===== src/rne_pkg.sv =====
`timescale 1ns / 1ps
`default_nettype none
// ----------------------------------------------------------------------------
// rne_pkg: shared types and constants of the Roman numeral encoder
// Status codes, symbol codes, the digit descriptor passed from front to back,
// and the small per-digit symbol tables.
// ----------------------------------------------------------------------------
package rne_pkg;

  localparam int unsigned VALUE_W  = 12;
  localparam int unsigned SYM_W    = 3;
  localparam int unsigned STATUS_W = 2;
  localparam int unsigned DIGIT_W  = 4;
  localparam int unsigned NDIGITS  = 4;

  localparam logic [VALUE_W-1:0] MAX_VALUE = 12'd3999;

  // result status codes
  localparam logic [STATUS_W-1:0] ST_OK      = 2'd0;
  localparam logic [STATUS_W-1:0] ST_NOTHING = 2'd1;
  localparam logic [STATUS_W-1:0] ST_RANGE   = 2'd2;

  // symbol code carried by status-only results
  localparam logic [SYM_W-1:0] SYM_I = 3'd0;

  // symbol offset within a decade: unit, five, next unit
  localparam logic [1:0] OFF_ONE  = 2'd0;
  localparam logic [1:0] OFF_FIVE = 2'd1;
  localparam logic [1:0] OFF_TEN  = 2'd2;

  typedef logic [DIGIT_W-1:0] digit_t;

  // one classified item: status plus decimal digits, index 0 = ones
  typedef struct packed {
    logic [STATUS_W-1:0]       status;
    digit_t [NDIGITS-1:0]      digits;
  } desc_t;

  // number of symbols a decimal digit expands to
  function automatic logic [2:0] digit_len(input digit_t d);
    logic [2:0] n;
    case (d)
      4'd1, 4'd5:             n = 3'd1;
      4'd2, 4'd4, 4'd6, 4'd9: n = 3'd2;
      4'd3, 4'd7:             n = 3'd3;
      4'd8:                   n = 3'd4;
      default:                n = 3'd0;
    endcase
    return n;
  endfunction

  // symbol offset of the j-th symbol of digit d
  function automatic logic [1:0] sym_off(input digit_t d, input logic [1:0] j);
    logic [1:0] o;
    case (d)
      4'd4:             o = (j == 2'd0) ? OFF_ONE : OFF_FIVE;
      4'd5:             o = OFF_FIVE;
      4'd6, 4'd7, 4'd8: o = (j == 2'd0) ? OFF_FIVE : OFF_ONE;
      4'd9:             o = (j == 2'd0) ? OFF_ONE : OFF_TEN;
      default:          o = OFF_ONE;
    endcase
    return o;
  endfunction

  // decade weight used at each split step
  function automatic logic [9:0] step_weight(input logic [1:0] step);
    logic [9:0] w;
    case (step)
      2'd0:    w = 10'd1000;
      2'd1:    w = 10'd100;
      default: w = 10'd10;
    endcase
    return w;
  endfunction

endpackage
`default_nettype wire


===== src/rne_front.sv =====
`timescale 1ns / 1ps
`default_nettype none
// ----------------------------------------------------------------------------
// rne_front: input stage
// Accepts a value, classifies it (zero, out of range, valid) and splits a
// valid value into decimal digits, one decade per cycle.
// ----------------------------------------------------------------------------
module rne_front (
  input  wire logic                         clk,
  input  wire logic                         rst_n,
  input  wire logic                         push,
  output logic                              full,
  input  wire logic [rne_pkg::VALUE_W-1:0]  in_value,
  output rne_pkg::desc_t                    q_wdata,
  output logic                              q_push,
  input  wire logic                         q_full
);
  import rne_pkg::*;

  typedef enum logic [2:0] {
    F_IDLE  = 3'b001,
    F_SPLIT = 3'b010,
    F_PUSH  = 3'b100
  } fstate_t;

  fstate_t                 state_r, state_nxt;
  logic [1:0]              step_r, step_nxt;
  logic [VALUE_W-1:0]      rem_r, rem_nxt;
  logic [STATUS_W-1:0]     status_r, status_nxt;
  digit_t [NDIGITS-1:1]    hi_r, hi_nxt;

  logic                    accept;
  logic [STATUS_W-1:0]     in_class;
  logic [9:0]              weight;
  digit_t                  dig;
  logic [13:0]             sub;
  logic [1:0]              dig_idx;

  assign full   = (state_r != F_IDLE);
  assign accept = push && !full;

  // classify the incoming value
  always_comb begin
    if (in_value == '0) begin
      in_class = ST_NOTHING;
    end else if (in_value > MAX_VALUE) begin
      in_class = ST_RANGE;
    end else begin
      in_class = ST_OK;
    end
  end

  // one decade: largest multiple of the weight not above the remainder
  always_comb begin
    weight = step_weight(step_r);
    dig    = '0;
    sub    = '0;
    for (int k = 1; k <= 9; k++) begin
      if ({2'b00, rem_r} >= 14'(k) * {4'b0000, weight}) begin
        dig = DIGIT_W'(k);
        sub = 14'(k) * {4'b0000, weight};
      end
    end
  end

  assign dig_idx = 2'd3 - step_r;

  // next-state logic
  always_comb begin
    state_nxt  = state_r;
    step_nxt   = step_r;
    rem_nxt    = rem_r;
    status_nxt = status_r;
    hi_nxt     = hi_r;
    q_push     = 1'b0;
    unique case (state_r)
      F_IDLE: begin
        if (accept) begin
          rem_nxt    = in_value;
          status_nxt = in_class;
          step_nxt   = 2'd0;
          state_nxt  = (in_class == ST_OK) ? F_SPLIT : F_PUSH;
        end
      end
      F_SPLIT: begin
        hi_nxt[dig_idx] = dig;
        rem_nxt         = rem_r - sub[VALUE_W-1:0];
        step_nxt        = step_r + 2'd1;
        if (step_r == 2'd2) begin
          state_nxt = F_PUSH;
        end
      end
      F_PUSH: begin
        if (!q_full) begin
          q_push    = 1'b1;
          state_nxt = F_IDLE;
        end
      end
      default: state_nxt = F_IDLE;
    endcase
  end

  // descriptor to the queue; ones digit is what remains
  always_comb begin
    q_wdata.status    = status_r;
    q_wdata.digits[3] = hi_r[3];
    q_wdata.digits[2] = hi_r[2];
    q_wdata.digits[1] = hi_r[1];
    q_wdata.digits[0] = rem_r[DIGIT_W-1:0];
  end

  always_ff @(posedge clk) begin
    if (!rst_n) begin
      state_r <= F_IDLE;
    end else begin
      state_r <= state_nxt;
    end
    step_r   <= step_nxt;
    rem_r    <= rem_nxt;
    status_r <= status_nxt;
    hi_r     <= hi_nxt;
  end

endmodule
`default_nettype wire


===== src/rne_queue.sv =====
`timescale 1ns / 1ps
`default_nettype none
// ----------------------------------------------------------------------------
// rne_queue: two-entry descriptor queue
// Decouples digit splitting from symbol emission.
// ----------------------------------------------------------------------------
module rne_queue (
  input  wire logic           clk,
  input  wire logic           rst_n,
  input  wire logic           wr_en,
  input  wire rne_pkg::desc_t wr_data,
  output logic                q_full,
  input  wire logic           rd_en,
  output rne_pkg::desc_t      rd_data,
  output logic                q_empty
);
  import rne_pkg::*;

  desc_t       slot_r [2];
  logic        wr_ptr_r, rd_ptr_r;
  logic [1:0]  count_r;
  logic        do_wr, do_rd;

  assign q_full  = (count_r == 2'd2);
  assign q_empty = (count_r == 2'd0);
  assign do_wr   = wr_en && !q_full;
  assign do_rd   = rd_en && !q_empty;
  assign rd_data = slot_r[rd_ptr_r];

  // storage
  always_ff @(posedge clk) begin
    if (do_wr) begin
      slot_r[wr_ptr_r] <= wr_data;
    end
  end

  // pointers and fill level
  always_ff @(posedge clk) begin
    if (!rst_n) begin
      wr_ptr_r <= 1'b0;
      rd_ptr_r <= 1'b0;
      count_r  <= 2'd0;
    end else begin
      if (do_wr) begin
        wr_ptr_r <= ~wr_ptr_r;
      end
      if (do_rd) begin
        rd_ptr_r <= ~rd_ptr_r;
      end
      case ({do_wr, do_rd})
        2'b10:   count_r <= count_r + 2'd1;
        2'b01:   count_r <= count_r - 2'd1;
        default: count_r <= count_r;
      endcase
    end
  end

endmodule
`default_nettype wire


===== src/rne_back.sv =====
`timescale 1ns / 1ps
`default_nettype none
// ----------------------------------------------------------------------------
// rne_back: symbol sequencer
// Walks the digits of a descriptor from thousands down and emits one symbol
// per beat into the output register, marking the final beat of each run.
// ----------------------------------------------------------------------------
module rne_back (
  input  wire logic                          clk,
  input  wire logic                          rst_n,
  input  wire rne_pkg::desc_t                rd_data,
  input  wire logic                          q_empty,
  output logic                               rd_en,
  output logic                               empty,
  input  wire logic                          pop,
  output logic [rne_pkg::SYM_W-1:0]          out_symbol,
  output logic                               out_last,
  output logic [rne_pkg::STATUS_W-1:0]       out_status
);
  import rne_pkg::*;

  typedef enum logic [1:0] {
    B_IDLE = 2'b01,
    B_RUN  = 2'b10
  } bstate_t;

  bstate_t               state_r, state_nxt;
  digit_t [NDIGITS-1:0]  digits_r, digits_nxt;
  logic [1:0]            pos_r, pos_nxt;
  logic [1:0]            j_r, j_nxt;

  logic                  valid_r, valid_nxt;
  logic [SYM_W-1:0]      sym_r, sym_nxt;
  logic                  last_r, last_nxt;
  logic [STATUS_W-1:0]   status_r, status_nxt;

  logic                  adv;
  digit_t                cur_d;
  logic [2:0]            len;
  logic                  lower_zero;
  logic                  digit_end;
  logic [SYM_W-1:0]      cur_sym;

  assign empty      = !valid_r;
  assign out_symbol = sym_r;
  assign out_last   = last_r;
  assign out_status = status_r;

  // output register can take a beat
  assign adv = !valid_r || pop;

  // current digit and symbol
  always_comb begin
    cur_d      = digits_r[pos_r];
    len        = digit_len(cur_d);
    digit_end  = ({1'b0, j_r} == len - 3'd1);
    cur_sym    = {pos_r, 1'b0} + SYM_W'(sym_off(cur_d, j_r));
    lower_zero = 1'b1;
    for (int i = 0; i < NDIGITS; i++) begin
      if (2'(i) < pos_r && digits_r[i] != '0) begin
        lower_zero = 1'b0;
      end
    end
  end

  // sequencer
  always_comb begin
    state_nxt  = state_r;
    digits_nxt = digits_r;
    pos_nxt    = pos_r;
    j_nxt      = j_r;
    rd_en      = 1'b0;
    valid_nxt  = valid_r && !pop;
    sym_nxt    = sym_r;
    last_nxt   = last_r;
    status_nxt = status_r;
    unique case (state_r)
      B_IDLE: begin
        if (!q_empty && adv) begin
          rd_en = 1'b1;
          if (rd_data.status != ST_OK) begin
            valid_nxt  = 1'b1;
            sym_nxt    = SYM_I;
            last_nxt   = 1'b1;
            status_nxt = rd_data.status;
          end else begin
            digits_nxt = rd_data.digits;
            pos_nxt    = 2'd3;
            j_nxt      = 2'd0;
            state_nxt  = B_RUN;
          end
        end
      end
      B_RUN: begin
        if (cur_d == '0) begin
          pos_nxt = pos_r - 2'd1;
        end else if (adv) begin
          valid_nxt  = 1'b1;
          sym_nxt    = cur_sym;
          last_nxt   = digit_end && lower_zero;
          status_nxt = ST_OK;
          if (digit_end && lower_zero) begin
            state_nxt = B_IDLE;
          end else if (digit_end) begin
            pos_nxt = pos_r - 2'd1;
            j_nxt   = 2'd0;
          end else begin
            j_nxt = j_r + 2'd1;
          end
        end
      end
      default: state_nxt = B_IDLE;
    endcase
  end

  always_ff @(posedge clk) begin
    if (!rst_n) begin
      state_r <= B_IDLE;
      valid_r <= 1'b0;
    end else begin
      state_r <= state_nxt;
      valid_r <= valid_nxt;
    end
    digits_r <= digits_nxt;
    pos_r    <= pos_nxt;
    j_r      <= j_nxt;
    sym_r    <= sym_nxt;
    last_r   <= last_nxt;
    status_r <= status_nxt;
  end

endmodule
`default_nettype wire


===== src/roman_numeral_encoder_unit.sv =====
`timescale 1ns / 1ps
`default_nettype none
// A valid value passes the front's split and push states, the queue, the sequencer load
// and the output register; zero and out-of-range values skip the split and the load.
// The symbol sequencer loads a descriptor, then emits one symbol per beat while the
// output register can take it, skipping each zero decade above the last nonzero digit;
// the front takes one value at a time and is full until it has pushed its descriptor.
// Reset (synchronous, rst_n low) empties the queue and output register and idles both FSMs.
// ----------------------------------------------------------------------------
// roman_numeral_encoder_unit: integer to Roman numeral symbol stream
// Front splits values into digits, a two-entry queue decouples it from the
// back, which emits one symbol code per beat with a last mark.
// ----------------------------------------------------------------------------
module roman_numeral_encoder_unit (
  input  wire logic                          clk,
  input  wire logic                          rst_n,
  input  wire logic                          push,
  output logic                               full,
  input  wire logic [rne_pkg::VALUE_W-1:0]   in_value,
  output logic                               empty,
  input  wire logic                          pop,
  output logic [rne_pkg::SYM_W-1:0]          out_symbol,
  output logic                               out_last,
  output logic [rne_pkg::STATUS_W-1:0]       out_status
);
  import rne_pkg::*;

  desc_t q_wdata, q_rdata;
  logic  q_push, q_full, q_pop, q_empty;

  // classify and split
  rne_front u_front (
    .clk      (clk),
    .rst_n    (rst_n),
    .push     (push),
    .full     (full),
    .in_value (in_value),
    .q_wdata  (q_wdata),
    .q_push   (q_push),
    .q_full   (q_full)
  );

  // descriptor queue
  rne_queue u_queue (
    .clk     (clk),
    .rst_n   (rst_n),
    .wr_en   (q_push),
    .wr_data (q_wdata),
    .q_full  (q_full),
    .rd_en   (q_pop),
    .rd_data (q_rdata),
    .q_empty (q_empty)
  );

  // symbol emission
  rne_back u_back (
    .clk        (clk),
    .rst_n      (rst_n),
    .rd_data    (q_rdata),
    .q_empty    (q_empty),
    .rd_en      (q_pop),
    .empty      (empty),
    .pop        (pop),
    .out_symbol (out_symbol),
    .out_last   (out_last),
    .out_status (out_status)
  );

endmodule
`default_nettype wire

===== config.mk =====
export PLATFORM = sky130hd
export DESIGN_NAME = roman_numeral_encoder_unit
export DESIGN_NICKNAME = d
export VERILOG_FILES = /design/src/rne_pkg.sv /design/src/rne_front.sv /design/src/rne_queue.sv /design/src/rne_back.sv /design/src/roman_numeral_encoder_unit.sv
export SDC_FILE = /design/constraint.sdc
export NUM_CORES = 1
export LEC_CHECK = 0
export ABC_AREA = 1
export BUFFER_PORTS_ARGS = -buffer_cell sky130_fd_sc_hd__buf_2
export CAP_MARGIN = 40
export CORE_MARGIN = 2
export CORE_UTILIZATION = 63
export DETAILED_ROUTE_END_ITERATION = 8
export PLACE_DENSITY = 0.8
export SETUP_SLACK_MARGIN = 0.3
export SYNTH_ARGS = -nofsm -noshare
export SYNTH_HDL_FRONTEND = slang
export SYNTH_SLANG_ARGS = --single-unit

===== constraint.sdc =====
create_clock -name clk -period 5.36 [get_ports clk]
set_input_delay 0.804 -clock clk [delete_from_list [all_inputs] [get_ports clk]]
set_output_delay 0.804 -clock clk [all_outputs]
set_load 0.05 [all_outputs]

; Yosys cells after proc, flatten, opt, wreduce, memory -nomap -nowiden
; Memory sizes are Yosys's and may differ from the RTL's. A register that Yosys moved wholly into a read port is not among the register bits.
; Index checks and enable logic that the tools add are counted.
[word_totals]
ramBits = 36
romBits = 48
reg_bits = 64
in_bits = 16
memories = 2
output_inout_bits = 8
word_cells = 220
[memory_table]
columns = name, words, word_bits, rd, rd_ports_with_merged_regs, wr, line
row1 = (no name shown), 16, 3, 1, 0, 0, rne_pkg.sv:42  ; case (d)
row2 = u_queue.slot_r, 2, 18, 1, 1, 1, rne_queue.sv:19  ; desc_t slot_r [2];
[op_classes]
multipliers = 5
bitwise_logic = 3
addsub = 9
eq_ne = 31
n_reduce_logical = 40
order_cmp = 17
muxes = 92
[ops]
columns = cell, n
row1 = 12-bit two-way mux, 8
row2 = 2-bit two-way mux, 27
row3 = 12-bit by 13-bit greater-or-equal comparator with 1-bit output, 4
row4 = 3-bit two-way mux, 12
row5 = "3-bit by 10-bit multiplier with 13-bit output, first input constant", 2
row6 = 12-bit greater-or-equal comparator, 2
row7 = "2-bit by 10-bit multiplier with 12-bit output, first input constant", 2
row8 = 12-bit one-hot mux with 2 select lines, 1
row9 = 2-bit one-hot mux with 2 select lines, 6
row10 = 1-bit two-way mux, 23
row11 = 10-bit one-hot mux with 2 select lines, 1
row12 = "4-bit by 3-bit == test with 1-bit output, second input constant", 4
row13 = 4-bit two-way mux, 4
row14 = 4-bit nonzero test, 4
row15 = 12-bit by 14-bit greater-or-equal comparator with 1-bit output, 1
row16 = "4-bit by 10-bit multiplier with 14-bit output, first input constant", 1
row17 = 12-bit bitwise mux, 1
row18 = 12-bit by 10-bit greater-or-equal comparator with 1-bit output, 1
row19 = 12-bit by 11-bit greater-or-equal comparator with 1-bit output, 1
row20 = "12-bit greater-than comparator, second input constant", 1
row21 = 12-bit zero test, 1
row22 = "2-bit by 1-bit inequality test with 1-bit output, second input constant", 6
row23 = 6-bit AND reduction, 2
row24 = 12-bit subtractor, 1
row25 = other kinds (38), 81

; Logic depth before layout (Yosys ltp)
; Gate-level depths: netlist of the first run.
[logic_depth]
ltp_word = 14
depth_mapped = 35
mapped_depth_nobuf = 32

; By module
; From an unflattened synthesis of the first run, not the netlist that was laid out.
[hier_totals]
cells_unflattened = 951
area_unflattened_um2 = 7731.2
[modules_own_cells]
columns = module, cells_each, area_each_um2, seq_area_each_um2, n_inst
row1 = rne_front, 675, 4448.0, 900.9, 1
row2 = rne_back, 180, 1681.6, 840.8, 1
row3 = rne_queue, 96, 1601.5, 1181.1, 1

; Least setup slack after synthesis of the first run
; OpenSTA, ideal clock, no wires.
[synth_timing]
kind = reg2reg
startpoint = register u_front.step_r[0]
endpoint = register u_front.rem_r[9], data pin
path_stages_with_launch = 33
required_time_ns = 5.091
slack_ns = 0.414
path_buffers = 3
arrival_time_ns = 4.678
setup_ns = 0.269
period_less_slack_ns = 4.946
path_cell_list = edfxtp_1 > inv_1 > ha_1 > buf_4 > inv_2 > buf_6 > ha_1 > clkbuf_1 > clkinv_1 > ha_1 > nand2_1 > nand2_1 > nand2_1 > nand3_1 > nand2_1 > nand3_1 > nor2_2 > inv_1 > a21oi_1 > nand2_1 > nand2_1 > a21boi_1 > ha_1 > inv_1 > o21bai_1 > nand2_1 > nand2_1 > a21oi_1 > o21ai_0 > a21oi_1 > o21ai_0 > xor2_1 > o21ai_0
[synth_via]
elab_chain_cells = 14
word_cells_on_any_way = 28
classes_between = add/sub (1) / mul (5) / order compare (9) / eq/ne (1) / mux (11) / reduce/logical (1)
[synth_lines]
columns = element, line
row1 = start: declaration, rne_front.sv:27  ; logic [1:0] step_r, step_nxt;
row2 = start signal: assignment, rne_front.sv:118  ; step_r <= step_nxt;
row3 = 2-bit by 1-bit == test with 1-bit output / 2-bit zero test (equally long branches), rne_pkg.sv:68  ; case (step)
row4 = 10-bit one-hot mux with 2 select lines *, rne_pkg.sv:68
row5 = "parallel branches: the longest is 9 deep, another holds 2-bit by 10-bit multiplier with 12-bit output", -
row6 = 12-bit two-way mux *, rne_front.sv:59  ; if ({2'b00, rem_r} >= 14'(k) * {4'b0000, weight}) begin
row7 = 12-bit subtractor *, rne_front.sv:87  ; rem_nxt = rem_r - sub[VALUE_W-1:0];
row8 = 12-bit one-hot mux with 2 select lines *, rne_front.sv:76  ; unique case (state_r)
row9 = named net u_front.rem_nxt[9], rne_front.sv:28  ; logic [VALUE_W-1:0] rem_r, rem_nxt;
row10 = end signal: assignment, rne_front.sv:119  ; rem_r <= rem_nxt;
row11 = end: declaration, rne_front.sv:28
; Mark *: on every way through the listed nets, which the timed path passes.
; A chain may end at the register's enable or synchronous reset.

; Final worst setup path of the first run
; Ends and elaborated chain as after synthesis.

==> flow_metrics.tcl, run 1 <==
set metrics [dict create \
    status "finished, final reports clean" \
    start_kind "flop" \
    maxCapViolations 0 \
    seq_area_frac_synth_pct 40.8 \
    numCtsBuffers 9 \
    rsz0062_at_grt "true" \
    crit_top_cell "nand2_1" \
    fin_skew_ns 0.0102 \
    syn_to_final_growth_pct 11.2 \
    diodes 0 \
    tns_ns 0 \
    fillers 822 \
    synthCells 835 \
    start_util_pct 65.2 \
    ys.flop_type "edfxtp_1" \
    die_area_mm2 0.0122 \
    final_nets 980 \
    max_freq_ghz 0.205 \
    critPathTopFamily "adder cells" \
    r2r_cells 28 \
    ios 24 \
    drive_above_1_share_pct 15.8 \
    synthTopCellsByCount "nand2_1, inv_1, edfxtp_1, ha_1, a21oi_1" \
    clockBufferDepth 2 \
    seq_area_mm2 0.00292 \
    post-route-period-util_pct 91.1 \
    crit_required_ns 5.43 \
    crit_buf_inv 4 \
    grt_pass1_vias 6040 \
    ant_nets 0 \
    critPathMaxFanout 11 \
    detailed_place_hpwl_um 14800 \
    syn_nets 933 \
    yosysUniqueCellTypes 48 \
    avgRoutedWirePerCell_um 18.8 \
    vdd_drop_max_uv 352 \
    antenna_found_initial 0 \
    worst_pin_slew_ns 0.886 \
    setup_ws_ns 0.478 \
    place_congestion 0.985 \
    dp_cells 1010 \
    htreeDepth 3 \
    critPathSlowestCell "edfxtp_1" \
    place_ws_ns 0.202 \
    synthesis.area_mm2 0.00716 \
    layout_min_cycle_time_ns 4.88 \
    design.core.area_mm2 0.0110 \
    cts_tree "built" \
    fp.dieW_um 111 \
    synth_top_area_cell "edfxtp_1" \
    ys_seq_elements 101 \
    drc 0 \
    grt-ovfl-total 0 \
    vias 6233 \
    dr.pass1.iters 5 \
    setup.worst_path.class "flop to flop" \
    power.leakage_uw 0.00349 \
    yosys_warnings 0 \
    routed_wl_um 19300 \
    endpoint_kind "flop" \
    portBuffers 23 \
    clkTransAtPathRegs_ns 0.07 \
    max_stage_delay_ns 0.45 \
    ff2ff_setup_slack_ns 0.48 \
    fin_hold_ws_ns 0.450 \
    timing.final.hold_violations 0 \
    die_y_um 111 \
    grt_pass1_wl_um 30300 \
    worst_ep_arrival_time_ns 4.95 \
    ys_async_sr_fraction_pct 0 \
    synthTopCellsByArea "edfxtp_1, ha_1, nand2_1" \
    multi_input_comb_area_mm2 0.00379 \
    routed_via_density 6.07 \
    grt_use_total_pct 31.4 \
    slew_violations 0 \
    hold_path_depth 0 \
    worst_skew_pair.late_latency_ns 0.34 \
    dr.first_iter.drc_count 539 \
    stdcell_count 1027 \
    setup_viol 0 \
    slew_headroom_pct 40.8 \
    synth-edff-count 90 \
    hp-class "flop to flop" \
    synth_area_per_cell_um2 8.58 \
    rows 38 \
    synth_top_area_share_pct 37.7 \
    grt_max_degree 26 \
    synth.most_common_cell "nand2_1" \
    cts_root_buf "clkbuf_16" \
    powerDensity_mw_per_mm2 418 \
    cp_num_cells 28 \
    cts.sinks 101 \
    ctsHoldBuffers 0 \
]
stage by stage:
stage / area, um2 / util [%] / power [uW]
after floorplan: 7160 / - / 2120
after global placement: 7560 / 68.8 / 2520
after detailed placement: 7560 / 68.9 / 2560
after CTS: 7890 / 71.8 / 3250
after global routing: 7960 / 72.5 / 3540
final: 7960 / 72.5 / 3330
worst paths after layout:
kind                                           from               endpoint
worst min register to register  u_front.status_r[0]  u_queue.slot_r[0][16]
worst max-delay path              u_front.step_r[0]       u_front.rem_r[9]
worst max register to register    u_front.step_r[0]       u_front.rem_r[9]
worst min-delay path            u_front.status_r[0]  u_queue.slot_r[0][16]
where the power goes:
group | leakage [uW] | switching, uW | internal [uW]
clock network | 0.000159 | 286 | 403
logic | 0.00243 | 1080 | 564
registers | 0.000908 | 64.6 | 930
total | 0.00349 | 1430 | 1900
final cells by class:
cell class	instances	area share (%)
clock buffer	14	3.86
clock inverter	2	0.220
inverter	119	5.61
multi-input combinational	602	47.5
sequential	101	36.7
tap	140	2.20
timing repair buffer	49	3.86
cells in the final DEF, fill, tap and decap left out, types with 3 or more instances in the layout:
master / instances
nand4_1: 15
o211ai_1: 4
nand3_2: 4
nor2_2: 6
nor3_1: 19
dfxtp_1: 11
ha_2: 4
o21ai_1: 11
mux2_2: 16
nor2_4: 3
nor2_1: 63
a21oi_1: 70
xor2_1: 7
nand3_1: 29
inv_1: 109
nand2_2: 12
nand2_1: 159
o21bai_1: 3
ha_1: 77
o21ai_0: 44
inv_2: 9
buf_2: 24
buf_4: 25
clkbuf_16: 12
edfxtp_1: 90
o21ai_2: 5
a31oi_1: 4
nor4_1: 6
xnor2_1: 4
a21oi_2: 8
cell families after synthesis:
logic type	count (synthesis)	share of synthesized area, %
xor gates and xnor gates	11	1.34
buffers and inverters	132	7.39
muxes	18	2.79
DFF	101	40.8
AOI/OAI and AO/OA	167	13.2
and+or+nand+nor	324	20.1
adders and majority gates	82	14.3
flip-flops by register name, indices dropped and copies added (netlist names), 3 cells and up, named ones only:
signal / flops
u_front.q_wdata: 12
u_front.rem_r: 12
u_back.out_symbol: 3
u_back.digits_r: 16
u_front.state_r: 3
u_queue.slot_r: 36
metal layers:
layer  GRT usage [%]  wire (um)  up-vias
met1            36.3       7530     2889
met5               0          0        -
met3            5.76       1290       75
met4            15.7        925        0
met2            55.7       9580      296
li1                -          -     2973
what timing repair did:
item / CTS / global route
setup buffers: 0 / 1
resized for setup: 1 / 17
pin swaps: 0 / 1
endpoints found under the setup margin: 1 / 5
worst register-to-register path: cells and delay by family, from the launching register on:
kind	cells	cell delay, ns
fa+ha+maj	4	1.29
compound gates	9	1.23
buf+inv	4	0.51
simple gates	10	0.97
flops	1	0.45
xor+xnor	1	0.17
Power figures use the tool's default switching activity.
==> inputs of run 2 (changes only) <==
Settings changed: ABC_AREA 1 to not set.
==> flow_metrics.tcl, run 2 <==
set metrics [dict create \
    layout_common_cells "edfxtp_1, ha_1, buf_4, nor2_1, nand2_1" \
    p_int_uw 2060 \
    synthTopCellsByArea "edfxtp_1, ha_1, nor2_1" \
    multi_input_comb_area_mm2 0.00402 \
    slew_headroom_pct 40.3 \
    antenna_found_initial 0 \
    clockBufferDepth 2 \
    fin_skew_ns 0.0152 \
    crit_buf_inv 5 \
    p_comb_share_pct 55.5 \
    vdd_drop_max_uv 256 \
    synth_top_area_cell "edfxtp_1" \
    met1_usage_pct 36.4 \
    critPathTopFamily "compound AO/OA/AOI/OAI gates" \
    synth_top_area_share_pct 39.5 \
    vias 5740 \
    final_core_util_pct 76.1 \
    ys_async_sr_fraction_pct 0 \
    die_area_mm2 0.0117 \
    ys_seq_elements 101 \
    power.leakage_uw 0.00316 \
    worst_skew_pair.late_latency_ns 0.37 \
    synthCells 660 \
    syn_nets 758 \
    syn_to_final_growth_pct 19.0 \
    synth.most_common_cell "edfxtp_1" \
    critPathMaxFanout 5 \
    grt_pass1_vias 5447 \
    dr.first_iter.drc_count 485 \
    max_stage_delay_ns 0.46 \
    place_congestion 0.964 \
    timing.final.hold_violations 0 \
    start_kind "flop" \
    met2_usage_pct 54.4 \
    seqPwrFrac_pct 30.6 \
    grt-busiest-layer "met2" \
    synthTopCellsByCount "edfxtp_1, ha_1, nor2_1, o21ai_0, nand2_1" \
    grt_use_total_pct 30.4 \
    avgRoutedWirePerCell_um 20.3 \
    ant_nets 0 \
    drc 0 \
    htreeDepth 3 \
    worst_pin_slew_ns 0.895 \
    yosysUniqueCellTypes 76 \
    tns_ns 0 \
    cts.sinks 101 \
    status "finished, final reports clean" \
    numCtsBuffers 9 \
    synth-edff-count 90 \
    rsz0062_at_grt "true" \
    max_freq_ghz 0.201 \
    ios 24 \
    use_met3_pct 5.24 \
    diodes 0 \
    seq_area_frac_synth_pct 42.7 \
    final_nets 848 \
    p_sw_uw 1430 \
    design.core.area_mm2 0.0107 \
    slew_violations 0 \
    maxCapViolations 0 \
    cts_tree "built" \
    die_y_um 108 \
    grt_pass1_wl_um 27200 \
    fillers 739 \
    ys.flop_type "edfxtp_1" \
    routed_wl_um 18100 \
    grt-ovfl-total 0 \
    rows 38 \
    fp.dieW_um 108 \
    cts_root_buf "clkbuf_8" \
    setup_viol 0 \
    top_regs "u_queue.slot_r: 36 flops, u_back.digits_r: 16 flops" \
    setup.worst_path.class "flop to flop" \
    seq_area_mm2 0.00292 \
    clkTransAtPathRegs_ns 0.10 \
    synth_area_per_cell_um2 10.4 \
    endpoint_kind "flop" \
    top_register "u_queue.slot_r" \
    drive_above_1_share_pct 26.4 \
    start_util_pct 63.9 \
    portBuffers 23 \
    critPathSlowestCell "edfxtp_1" \
    largest_reg_flops 36 \
    sw_frac_of_total_pct 41.0 \
    worst_ep_arrival_time_ns 5.10 \
    yosys_warnings 0 \
    hp-class "flop to flop" \
    ctsHoldBuffers 0 \
    layout_min_cycle_time_ns 4.97 \
    routed_via_density 6.41 \
    crit_top_cell "ha_4" \
    detailed_place_hpwl_um 13100 \
    crit_required_ns 5.49 \
    final_common_cell "edfxtp_1" \
    dr.pass1.iters 7 \
    powerDensity_mw_per_mm2 428 \
    synthesis.area_mm2 0.00684 \
    clkPwrFrac_pct 13.9 \
    post-route-period-util_pct 92.7 \
    grt_max_degree 35 \
]
[run 2: routing by layer]
layer  wire length (um)  share of wire, %  vias up
li1                   -                 -     2680
met5                  0                 0        -
met4                735               4.1        0
met2               9170                51      228
met3                908               5.0       61
met1               7330                40     2771
[run 2: power by group through the flow]
stage	clock network, uW	registers [uW]	logic (uW)
3_5_place_dp	0	1080	1590
5_1_grt	522	1070	2100
3_3_place_gp	0	1070	1560
4_1_cts	493	1060	1620
2_1_floorplan	0	1080	1090
6_report	486	1070	1930
[run 2: layout make-up]
type | count | share of cell area, %
inverter | 36 | 1.83
timing repair buffer | 94 | 8.28
sequential | 101 | 35.9
clock inverter | 6 | 0.861
tap | 140 | 2.15
clock buffer | 10 | 1.57
multi-input combinational | 508 | 49.4
[run 2: worst paths after layout]
| check | startpoint | cells after the start | end | slack, ns |
|---|---|---|---|---|
| worst min-delay path | u_front.q_wdata[15] | 0 | u_queue.slot_r[1][15] | 0.44 |
| worst min register to register | u_front.q_wdata[15] | 0 | u_queue.slot_r[1][15] | 0.44 |
| worst max-delay path | u_front.step_r[0] | 26 | u_front.rem_r[11] | 0.39 |
| worst max register to register | u_front.step_r[0] | 26 | u_front.rem_r[11] | 0.39 |
[run 2: cell families (layout without fill, tap and decap cells)]
family	after synthesis	count (layout)	share of synthesized area, %
buf+inv	51	146	3.04
xor+xnor	14	14	1.79
fa+ha+maj	82	82	15.0
flops	101	101	42.7
simple gates	227	227	17.4
compound gates	161	161	15.5
mux	24	24	4.55
[run 2: timing repair]
action                                  in CTS  in global routing
endpoints found under the hold margin        0                  0
gates resized for setup                      4                 76
endpoints found under the setup margin       3                  5
pin swaps                                    2                 39
buffers inserted                             5                 25
[run 2: metrics by stage]
stage / setup slack, ns / hold WS, ns / total power (uW) / instances / instance area, um2
2_1_floorplan: 0.316 / 0.421 / 2170 / 660 / 6850
3_3_place_gp: 0.255 / 0.422 / 2630 / 848 / 7370
5_1_grt: 0.196 / 0.452 / 3700 / 895 / 8140
3_5_place_dp: 0.229 / 0.434 / 2660 / 849 / 7370
4_1_cts: 0.306 / 0.436 / 3170 / 870 / 7620
6_report: 0.389 / 0.439 / 3480 / 895 / 8140
==> inputs of run 3 (changes only) <==
Settings changed: GPL_ROUTABILITY_DRIVEN set to 0, GPL_TIMING_DRIVEN set to 0, PLACE_DENSITY 0.8 to 0.81.
==> flow_metrics.tcl, run 3 (same netlist as run 2, synthesis figures left out) <==
set metrics [dict create \
    clkTransAtPathRegs_ns 0.11 \
    worst_ep_arrival_time_ns 5.55 \
    ff2ff_setup_slack_ns -0.06 \
    cts_root_buf "clkbuf_8" \
    numCtsBuffers 9 \
    worst_skew_pair.late_latency_ns 0.38 \
    max_freq_ghz 0.185 \
    vdd_drop_max_uv 381 \
    violations "setup timing" \
    r2r_end "u_front.rem_r[10]" \
    p_total_uw 3730 \
    seqPwrFrac_pct 28.5 \
    endpoint_kind "flop" \
    drc 0 \
    seq_area_mm2 0.00292 \
    final_nets 851 \
    r2r_cells 24 \
    dpl_cell_area_mm2 0.00718 \
    setup_viol 2 \
    final_common_cell "edfxtp_1" \
    grt_pass1_vias 5869 \
    crit_required_ns 5.49 \
    start_kind "flop" \
    start_util_pct 63.9 \
    htreeDepth 3 \
    top_register "u_queue.slot_r" \
    die_y_um 108 \
    dr.pass1.iters 6 \
    status "finished, violations left" \
    design.core.area_mm2 0.0107 \
    timing.final.hold_violations 0 \
    clkPwrFrac_pct 13.2 \
    stdcell_area_mm2 0.00836 \
    startpoint "u_front.step_r[1]" \
    die_area_mm2 0.0117 \
    cts.sinks 101 \
    grt_pass1_wl_um 28800 \
    p_sw_uw 1610 \
    slew_violations 0 \
    ios 24 \
    setup.worst_path.end "u_front.rem_r[10]" \
    fillers 593 \
    hp-class "flop to flop" \
    detailed_place_hpwl_um 12600 \
    portBuffers 22 \
    sw_frac_of_total_pct 43.2 \
    rsz0062_at_grt "true" \
    slew_headroom_pct 51.6 \
    layout_common_cells "edfxtp_1, ha_1, nor2_1, buf_4, nand2_1" \
    power.leakage_uw 0.00320 \
    critPathMaxFanout 8 \
    p_int_uw 2120 \
    setup_ws_ns -0.0596 \
    multi_input_comb_area_mm2 0.00420 \
    p_comb_share_pct 58.3 \
    maxCapViolations 0 \
    avgRoutedWirePerCell_um 23.8 \
    ant_nets 0 \
    place_ws_ns -0.599 \
    rows 38 \
    grt_use_total_pct 32.0 \
    post-route-period-util_pct 101 \
    fin_skew_ns 0.0219 \
    dr.first_iter.drc_count 1105 \
    largest_reg_flops 36 \
    top_regs "u_queue.slot_r: 36 flops, u_back.digits_r: 16 flops" \
    syn_to_final_growth_pct 22.2 \
    ctsHoldBuffers 0 \
    fp.dieW_um 108 \
    clockBufferDepth 2 \
    setup.worst_path.class "flop to flop" \
    grt_max_degree 18 \
    cts_tree "built" \
    powerDensity_mw_per_mm2 446 \
    routed_wl_um 21400 \
    diodes 0 \
    layout_min_cycle_time_ns 5.42 \
    vias 6364 \
    routed_via_density 7.09 \
    r2r_start "u_front.step_r[1]" \
    grt-ovfl-total 0 \
    drive_above_1_share_pct 28.4 \
    tns_ns -0.0658 \
    antenna_found_initial 0 \
    worst_pin_slew_ns 0.725 \
]
==> run 3: worst min path at each step <==
stage,start,to,slack [ns],cells past startpoint
floorplan,u_front.q_wdata[10],u_queue.slot_r[0][10],0.42,0
global placement,u_front.q_wdata[12],u_queue.slot_r[0][12],0.42,0
detailed placement,u_front.q_wdata[12],u_queue.slot_r[1][12],0.43,0
CTS,u_front.q_wdata[12],u_queue.slot_r[0][12],0.45,0
global route,u_front.q_wdata[12],u_queue.slot_r[0][12],0.46,0
finish,u_front.q_wdata[13],u_queue.slot_r[0][13],0.45,0
==> run 3: critical path, stage by stage, from the launching register on <==
cell and delay [ns]:
edfxtp_1 0.44, inv_2 0.15, ha_4 0.21, clkinvlp_4 0.16
ha_4 0.23, buf_6 0.16, ha_1 0.36, a2111oi_0 0.54
a31o_2 0.24, buf_4 0.12, nor2_2 0.06, a22oi_2 0.17
o21ai_1 0.13, a21oi_1 0.22, o21a_1 0.23, ha_4 0.23
nor2b_4 0.12, o21ai_1 0.12, nand2b_1 0.10, a21o_1 0.17
a21o_1 0.18, a21o_1 0.21, a31oi_2 0.27, mux2i_1 0.24
nand3_1 0.11
==> run 3: cell type report <==
cell class / instances / share of cell area [%]
Buffer: 15 / 1.09
Clock buffer: 11 / 1.95
Clock inverter: 5 / 0.434
Inverter: 36 / 1.90
Multi-Input combinational cell: 508 / 50.3
Sequential cell: 101 / 35.0
Tap cell: 140 / 2.10
Timing Repair Buffer: 82 / 7.30
==> run 3: power groups by stage <==
stage | logic, uW | registers (uW) | clock network (uW)
3_3_place_gp | 1400 | 1060 | 0
2_1_floorplan | 1090 | 1080 | 0
5_1_grt | 2300 | 1070 | 521
4_1_cts | 1660 | 1050 | 483
6_report | 2180 | 1060 | 493
3_5_place_dp | 1460 | 1070 | 0
==> run 3: layer usage <==
metal / wire length [um] / track usage (%)
met4: 1620 / 21.5
met5: 0 / 0
met1: 7270 / 37.1
met3: 2300 / 7.17
met2: 10200 / 53.1
==> run 3: through the flow <==
step / cells / hold WS, ns / utilization [%]
6_report: 898 / 0.455 / 78.1
5_1_grt: 898 / 0.465 / 78.1
4_1_cts: 860 / 0.446 / 72.6
3_5_place_dp: 825 / 0.431 / 67.1
3_3_place_gp: 822 / 0.422 / 66.7
2_1_floorplan: 660 / 0.421 / -
==> run 3: repair_timing <==
| action | 4_1_cts | 5_1_grt |
|---|---|---|
| pin swaps | 19 | 53 |
| setup buffers | 19 | 37 |
| gates resized for setup | 52 | 61 |
| endpoints found under the setup margin | 8 | 5 |
